### config.mk
export PLATFORM = sky130hd
export DESIGN_NAME = spi_fram_word_access
export DESIGN_NICKNAME = d
export VERILOG_FILES = /design/src/rtl/sfwa_pkg.sv /design/src/rtl/sfwa_csr.sv /design/src/rtl/sfwa_engine.sv /design/src/rtl/spi_fram_word_access.sv
export SDC_FILE = /design/constraint.sdc
export NUM_CORES = 1
export LEC_CHECK = 0
export BUFFER_PORTS_ARGS = -buffer_cell sky130_fd_sc_hd__buf_4
export CAP_MARGIN = 20
export CELL_PAD_IN_SITES_DETAIL_PLACEMENT = 1
export CELL_PAD_IN_SITES_GLOBAL_PLACEMENT = 2
export CORE_MARGIN = 4
export CORE_UTILIZATION = 34
export DETAILED_ROUTE_END_ITERATION = 16
export MAX_ROUTING_LAYER = met4
export PLACE_DENSITY = 0.76
export SKIP_LAST_GASP = 1
export SLEW_MARGIN = 25
export SYNTH_ARGS = -nofsm -noshare
export SYNTH_HDL_FRONTEND = slang
export SYNTH_SLANG_ARGS = --single-unit
### constraint.sdc
create_clock -name clock -period 3.1 [get_ports clock]
set_clock_uncertainty 0.15 [all_clocks]
set_input_delay 0.155 -clock clock [delete_from_list [all_inputs] [get_ports clock]]
set_output_delay 0.155 -clock clock [all_outputs]
set_load 0.05 [all_outputs]
### src/rtl/sfwa_pkg.sv
package sfwa_pkg;

   localparam int unsigned FRAME_BITS = 56;
   localparam int unsigned WORD_BITS  = 32;
   localparam int unsigned CNT_BITS   = 6;
   localparam int unsigned PADDR_BITS = 4;

   localparam logic [CNT_BITS-1:0] WREN_BITS  = 6'd8;
   localparam logic [CNT_BITS-1:0] WRITE_BITS = 6'd56;
   localparam logic [CNT_BITS-1:0] RADDR_BITS = 6'd24;
   localparam logic [CNT_BITS-1:0] RDATA_BITS = 6'd32;

   localparam logic [1:0] CMD_TICK  = 2'd0;
   localparam logic [1:0] CMD_WRITE = 2'd1;
   localparam logic [1:0] CMD_READ  = 2'd2;

   localparam logic [1:0] REG_OPCODE_WREN  = 2'd0;
   localparam logic [1:0] REG_OPCODE_WRITE = 2'd1;
   localparam logic [1:0] REG_OPCODE_READ  = 2'd2;

   localparam logic [7:0] OPCODE_WREN_RESET  = 8'd6;
   localparam logic [7:0] OPCODE_WRITE_RESET = 8'd2;
   localparam logic [7:0] OPCODE_READ_RESET  = 8'd3;

   typedef enum logic [2:0] {
      PH_IDLE  = 3'd0,
      PH_WREN  = 3'd1,
      PH_GAP   = 3'd2,
      PH_WRITE = 3'd3,
      PH_RADDR = 3'd4,
      PH_RDATA = 3'd5
   } phase_type;

   typedef struct packed {
      logic [1:0]  cmd;
      logic [13:0] word_addr;
      logic [31:0] write_data;
      logic        miso;
   } req_type;

   typedef struct packed {
      logic        chip_select_n;
      logic        clock_pulse;
      logic        mosi;
      logic        busy_res;
      logic [31:0] read_word;
      logic        read_done;
      logic        request_ignored;
   } rsp_type;

   typedef struct packed {
      logic [7:0] write_enable;
      logic [7:0] write;
      logic [7:0] read;
   } opcode_type;

endpackage

### src/rtl/sfwa_csr.sv
module sfwa_csr
   import sfwa_pkg::*;
(
   input  logic                  clock,
   input  logic                  reset,
   input  logic                  psel,
   input  logic                  penable,
   input  logic                  pwrite,
   input  logic [PADDR_BITS-1:0] paddr,
   input  logic [31:0]           pwdata,
   output logic [31:0]           prdata,
   output logic                  pready,
   output opcode_type            opcodes
);

   opcode_type  opcodes_ff;
   opcode_type  opcodes_in;
   logic        wr_en;
   logic [1:0]  reg_index;

   assign pready    = 1'b1;
   assign reg_index = paddr[PADDR_BITS-1:2];
   assign wr_en     = psel & penable & pwrite;

   always_comb begin
      opcodes_in = opcodes_ff;
      if (wr_en) begin
         case (reg_index)
            REG_OPCODE_WREN:  opcodes_in.write_enable = pwdata[7:0];
            REG_OPCODE_WRITE: opcodes_in.write        = pwdata[7:0];
            REG_OPCODE_READ:  opcodes_in.read         = pwdata[7:0];
            default:          opcodes_in = opcodes_ff;
         endcase
      end
   end

   always_ff @(posedge clock) begin
      if (reset) begin
         opcodes_ff.write_enable <= OPCODE_WREN_RESET;
         opcodes_ff.write        <= OPCODE_WRITE_RESET;
         opcodes_ff.read         <= OPCODE_READ_RESET;
      end else begin
         opcodes_ff <= opcodes_in;
      end
   end

   always_comb begin
      case (reg_index)
         REG_OPCODE_WREN:  prdata = {24'd0, opcodes_ff.write_enable};
         REG_OPCODE_WRITE: prdata = {24'd0, opcodes_ff.write};
         REG_OPCODE_READ:  prdata = {24'd0, opcodes_ff.read};
         default:          prdata = 32'd0;
      endcase
   end

   assign opcodes = opcodes_ff;

endmodule

### src/rtl/sfwa_engine.sv
module sfwa_engine
   import sfwa_pkg::*;
(
   input  logic       clock,
   input  logic       reset,
   input  opcode_type opcodes,
   input  logic       req_valid,
   output logic       req_ready,
   input  req_type    req_data,
   output logic       rsp_valid,
   input  logic       rsp_ready,
   output rsp_type    rsp_data
);

   phase_type             phase_ff, phase_in, phase_a;
   logic [CNT_BITS-1:0]   cnt_ff, cnt_in, cnt_a, cnt_dec;
   logic [FRAME_BITS-1:0] tx_ff, tx_in, tx_a;
   logic [WORD_BITS-1:0]  rx_ff, rx_in, rx_a, rx_shift;
   logic [FRAME_BITS-1:0] pend_ff, pend_in, pend_a;
   logic                  ignored;
   logic [15:0]           byte_addr;
   logic                  accept;
   logic                  rsp_valid_ff, rsp_valid_in;
   rsp_type               rsp_ff, rsp_in;

   assign req_ready = ~rsp_valid_ff | rsp_ready;
   assign accept    = req_valid & req_ready;
   assign byte_addr = {req_data.word_addr, 2'b00};

   // start decode
   always_comb begin
      phase_a = phase_ff;
      cnt_a   = cnt_ff;
      tx_a    = tx_ff;
      rx_a    = rx_ff;
      pend_a  = pend_ff;
      ignored = 1'b0;
      if (req_data.cmd == CMD_WRITE || req_data.cmd == CMD_READ) begin
         if (phase_ff != PH_IDLE) begin
            ignored = 1'b1;
         end else if (req_data.cmd == CMD_WRITE) begin
            tx_a    = {opcodes.write_enable, 48'd0};
            pend_a  = {opcodes.write, byte_addr, req_data.write_data};
            cnt_a   = WREN_BITS;
            phase_a = PH_WREN;
         end else begin
            tx_a    = {opcodes.read, byte_addr, 32'd0};
            rx_a    = '0;
            cnt_a   = RADDR_BITS;
            phase_a = PH_RADDR;
         end
      end
   end

   assign cnt_dec  = (cnt_a != '0) ? cnt_a - 6'd1 : '0;
   assign rx_shift = {rx_a[WORD_BITS-2:0], req_data.miso};

   always_comb begin
      phase_in = phase_a;
      case (phase_a)
         PH_WREN: begin
            if (cnt_dec == '0) phase_in = PH_GAP;
         end
         PH_WRITE: begin
            if (cnt_dec == '0) phase_in = PH_IDLE;
         end
         PH_RADDR: begin
            if (cnt_dec == '0) phase_in = PH_RDATA;
         end
         PH_GAP: begin
            phase_in = PH_WRITE;
         end
         PH_RDATA: begin
            if (cnt_dec == '0) phase_in = PH_IDLE;
         end
         default: phase_in = PH_IDLE;
      endcase
   end

   always_comb begin
      cnt_in  = cnt_a;
      tx_in   = tx_a;
      rx_in   = rx_a;
      pend_in = pend_a;
      rsp_in  = '0;
      rsp_in.chip_select_n   = 1'b1;
      rsp_in.request_ignored = ignored;
      case (phase_a)
         PH_WREN, PH_WRITE, PH_RADDR: begin
            rsp_in.chip_select_n = 1'b0;
            rsp_in.clock_pulse   = 1'b1;
            rsp_in.busy_res      = 1'b1;
            rsp_in.mosi          = tx_a[FRAME_BITS-1];
            tx_in                = {tx_a[FRAME_BITS-2:0], 1'b0};
            cnt_in               = cnt_dec;
            if (phase_a == PH_RADDR && cnt_dec == '0) cnt_in = RDATA_BITS;
         end
         PH_GAP: begin
            rsp_in.busy_res = 1'b1;
            tx_in           = pend_a;
            cnt_in          = WRITE_BITS;
         end
         PH_RDATA: begin
            rsp_in.chip_select_n = 1'b0;
            rsp_in.clock_pulse   = 1'b1;
            rsp_in.busy_res      = 1'b1;
            rx_in                = rx_shift;
            cnt_in               = cnt_dec;
            if (cnt_dec == '0) begin
               rsp_in.read_word = rx_shift;
               rsp_in.read_done = 1'b1;
            end
         end
         default: begin
            cnt_in = cnt_a;
         end
      endcase
   end

   assign rsp_valid_in = accept | (rsp_valid_ff & ~rsp_ready);

   always_ff @(posedge clock) begin
      if (reset) begin
         phase_ff     <= PH_IDLE;
         cnt_ff       <= '0;
         tx_ff        <= '0;
         rx_ff        <= '0;
         pend_ff      <= '0;
         rsp_valid_ff <= 1'b0;
      end else begin
         rsp_valid_ff <= rsp_valid_in;
         if (accept) begin
            phase_ff <= phase_in;
            cnt_ff   <= cnt_in;
            tx_ff    <= tx_in;
            rx_ff    <= rx_in;
            pend_ff  <= pend_in;
         end
      end
   end

   always_ff @(posedge clock) begin
      if (accept) begin
         rsp_ff <= rsp_in;
      end
   end

   assign rsp_valid = rsp_valid_ff;
   assign rsp_data  = rsp_ff;

endmodule

### src/rtl/spi_fram_word_access.sv
// channel   direction  handshake            payload
// req       in         req_valid/req_ready  req_data  (req_type: one serial tick or start)
// rsp       out        rsp_valid/rsp_ready  rsp_data  (rsp_type: pin levels, read word)
// csr       in         psel/penable/pready  paddr, pwdata, prdata (three opcode bytes)
//
// One transfer a cycle: each req item gives one rsp item, registered in the cycle after it is taken.
// Rate is set by the single result register; req_ready holds high unless rsp stalls.
// A write spans 65 ticks, a read 56 ticks; a start request while busy is flagged.
// Synchronous reset clears the sequencer and restores the opcode defaults.
module spi_fram_word_access
   import sfwa_pkg::*;
(
   input  logic                  clock,
   input  logic                  reset,
   input  logic                  req_valid,
   output logic                  req_ready,
   input  req_type               req_data,
   output logic                  rsp_valid,
   input  logic                  rsp_ready,
   output rsp_type               rsp_data,
   input  logic                  psel,
   input  logic                  penable,
   input  logic                  pwrite,
   input  logic [PADDR_BITS-1:0] paddr,
   input  logic [31:0]           pwdata,
   output logic [31:0]           prdata,
   output logic                  pready
);

   opcode_type opcodes;

   sfwa_csr u_csr (
      .clock   (clock),
      .reset   (reset),
      .psel    (psel),
      .penable (penable),
      .pwrite  (pwrite),
      .paddr   (paddr),
      .pwdata  (pwdata),
      .prdata  (prdata),
      .pready  (pready),
      .opcodes (opcodes)
   );

   sfwa_engine u_engine (
      .clock     (clock),
      .reset     (reset),
      .opcodes   (opcodes),
      .req_valid (req_valid),
      .req_ready (req_ready),
      .req_data  (req_data),
      .rsp_valid (rsp_valid),
      .rsp_ready (rsp_ready),
      .rsp_data  (rsp_data)
   );

endmodule

==> run_results.csv <==
group,metric,value,unit
cts,clkTransAtPathRegs,60,ps
synth,synth-compound-area-share,20.0,%
placed_design,port_buffers,113,
cts,clock_latency,510,ps
detailed_routing,avgViaCountPerCell,5.02,
timing,max_freq,414,MHz
timing,drv_slew,0,
synth,synth_mux_area_share,3.24,%
die,num_rows,59,
global_routing,grt_overflow,0,
cells_and_area,nets,1221,
setup_path,worst-setup-path-type,"reg2reg",
die,die_x,170,um
setup_path,cp.required,3350,ps
detailed_routing,drt_first_pass_iters,4,
cts,ctsResizeCount,0,
cts,clk_path_buf_depth,3,
setup_path,reg2reg_depth,7,
synth,seq_area_frac_synth,52.3,%
die,dieArea,29000,um2
detailed_routing,drt_wl_total,23.3,mm
detailed_routing,ant_nets,0,
setup_path,r2r-start,"u_engine.rsp_valid$_SDFF_PP0_",
synth,ys_warn_count,0,
power,ir_worst_vdd,313,uV
power,p_clk_share,42.9,%
placed_design,dp_hpwl,14.3,mm
setup_path,timing.rr.end,"u_engine.tx_ff[46]$_SDFFE_PP0P_",
cells_and_area,layout.cells.non_filler,1481,
global_routing,grtUsageTotal,16.2,%
run_status,status,"completed",
synth,avgSynthCellArea,9.08,um2
power,p_sw,1760,uW
cells_and_area,areaGrowthSynthToFinish,26.7,%
cts,root_buffer,"clkbuf_16",
cells_and_area,fin_area,11400,um2
power,swShare,26.3,%
power,pwr-share-comb,12.7,%
synth,synth_most_common_cell,"dfxtp_1",
synth,synth_top_area_share,39.5,%
setup_path,worstSetupEndpointType,"flop",
hold_path,hp-class,"in2reg",
setup_path,arrival,2660,ps
die,start_util,34.5,%
setup_path,critPathBufInv,2,
synth,synth_fa_ha_area_share,0.140,%
timing,hold_violations,0,
synth,yosys.area.top_type,"dfxtp_1",
setup_path,cp_cell_sequence,"nand2b_1, nand2_1, inv_2, nand3b_1, nor2b_1, buf_4, a22o_1",
placed_design,post_dp_cell_area,9970,um2
setup_path,startpoint_type,"flop",
hold_path,holdPathStages,4,
cts,clock_sinks,215,
synth,synth_edf_count,38,
timing,rsz0062_at_grt,"no",
synth,synthTopCellsByArea,"dfxtp_1 (40%), edfxtp_1 (13%), nand2_1 (6.7%)",
timing,relSlewSlack,35.0,%
placed_design,gp_congestion,0.781,
synth,synth-xor-area-share,0,%
hold_path,hold_end,"u_csr.opcodes[16]$_SDFFE_PP0P_",
die,die_y,170,um
synth,synthArstFlopShare,0,%
cts,numCtsBuffers,25,
synth,ys_ff_latch,215,
cts,htreeDepth,1,
setup_path,crit_fanout,21,
global_routing,antenna_found_initial,0,
timing,whs,73.8,ps
timing,period_share,77.9,%
timing,fin_tns_setup,0,ps
die,io_pins,165,
placed_design,dpl.cell_count,1377,
global_routing,grt_pass1_vias,7490,
global_routing,grt_max_degree,90,
detailed_routing,dr_total_vias,7435,
setup_path,r2r_setup_slack,690,ps
setup_path,crit_family,"simple AND/OR/NAND/NOR gates",
power,p_seq_share,44.4,%
setup_path,slowest_delay,420,ps
cells_and_area,n_antenna_cell,0,
global_routing,grt_pass1_wl,38.3,mm
die,core_area,26000,um2
cells_and_area,drive_above_1_share,15.9,%
timing,worst_pin_slew,975,ps
setup_path,critPathSlowestCell,"nand3b_1",
synth,synthCells,987,
synth,synth_common_cells,"dfxtp_1 (177), nand2_1 (161), nor2_1 (105)",
power,internal-power,4920,uW
detailed_routing,route.detailed.drc,0,
timing,setup_viol,0,
cts,cts_tree,"yes",
power,power,6680,uW
flow_run,cap_violations,0,
power,p_leak,0.00424,uW
detailed_routing,drt_iter0_markers,363,
synth,yosys_most_used_dff,"dfxtp_1",
hold_path,hp-start,"paddr[3]",
synth,syn-cell-area,8960,um2
power,power.density,589,nW/um2
synth,synth_top_family_by_area,"compound AO/OA/AOI/OAI gates",
detailed_routing,post_drt_wl_per_cell,15.7,um
timing,period_needed,2410,ps
synth,synth_simple_gate_area_share,18.0,%
synth,yosysUniqueCellTypes,47,
power by group through the flow:
stage / registers [uW] / clock network [uW] / logic (uW)
floorplan: 3110 / 0 / 487
global placement: 3020 / 0 / 793
detailed placement: 3030 / 0 / 799
CTS: 2960 / 2960 / 859
global route: 2970 / 3070 / 930
finish: 2960 / 2870 / 848
through the flow:
stage,utilization (%),setup WS (ps)
after floorplan,-,429
final,43.7,686
after global routing,43.7,428
after CTS,43.7,647
after global placement,38.4,686
after detailed placement,38.4,668
how the worst max path moves through the flow:
stage,start,end,slack [ps],cells past startpoint
5_1_grt,u_engine.rsp_valid$_SDFF_PP0_,u_engine.rx_ff[18]$_SDFFE_PP0P_,430,8
4_1_cts,u_engine.rsp_valid$_SDFF_PP0_,u_engine.rx_ff[28]$_SDFFE_PP0P_,650,8
3_3_place_gp,req_data[47],u_engine.tx_ff[40]$_SDFFE_PP0P_,690,7
6_report,u_engine.rsp_valid$_SDFF_PP0_,u_engine.tx_ff[46]$_SDFFE_PP0P_,690,7
3_5_place_dp,u_engine.rsp_valid$_SDFF_PP0_,u_engine.rx_ff[28]$_SDFFE_PP0P_,670,8
2_1_floorplan,u_engine.rsp_valid$_SDFF_PP0_,u_engine.tx_ff[25]$_SDFFE_PP0P_,430,6
kinds of logic (layout without fill, tap and decap cells):
group,count (synthesis),in the layout
DFF,215,215
muxes,29,29
buffers and inverters,109,245
and+or+nand+nor,360,360
other,2,25
AOI/OAI and AO/OA,271,271
adders and majority gates,1,1
final cells by class:
type / instances / area (um2)
Inverter: 5 / 18.8
Fill cell: 2994 / 14600
Multi-Input combinational cell: 686 / 3820
Tap cell: 335 / 419
Timing Repair Buffer: 195 / 1610
Clock buffer: 31 / 648
Clock inverter: 14 / 144
Sequential cell: 215 / 4680
cell usage in the layout (no fill, tap or decap), drive strengths merged, types with 4 or more instances in the layout:
| cell | n |
|---|---|
| a211o | 4 |
| conb | 25 |
| nand2 | 161 |
| nand3 | 15 |
| dlygate4sd3 | 59 |
| and2 | 32 |
| a22oi | 65 |
| a22o | 55 |
| nor3b | 18 |
| dfxtp | 177 |
| clkbuf | 31 |
| nor2b | 10 |
| clkinv | 10 |
| mux2i | 29 |
| nor2 | 105 |
| nor3 | 8 |
| buf | 136 |
| edfxtp | 38 |
| o21ai | 40 |
| a21oi | 90 |
| inv | 5 |
metal layers:
layer / vias to the layer above / global-route usage, % / share of wire, %
li1: 3686 / - / -
met1: 3585 / 21.3 / 47
met2: 135 / 26.5 / 47
met3: 29 / 2.32 / 4.1
met4: 0 / 4.17 / 2.1
met5: - / - / 0
registers in the layout (all words and copies together) (netlist names):
register	flops
u_engine.rsp_valid	1
u_engine.phase_ff	3
u_csr.opcodes	24
u_engine.rsp_data	38
u_engine.tx_ff	56
u_engine.cnt_ff	6
u_engine.rx_ff	31
u_engine.pend_ff	56
timing repair:
action / CTS / global route
buffers inserted: 0 / 0
hold endpoints to repair: 75 / 0
hold buffers: 59 / 0
worst min-delay path, cell delays in order:
cell	delay, ps
buf_4	160
nor3_2	160
mux2i_1	150
nor2_1	70
Note: power is estimated with default switching activity, not from simulation.
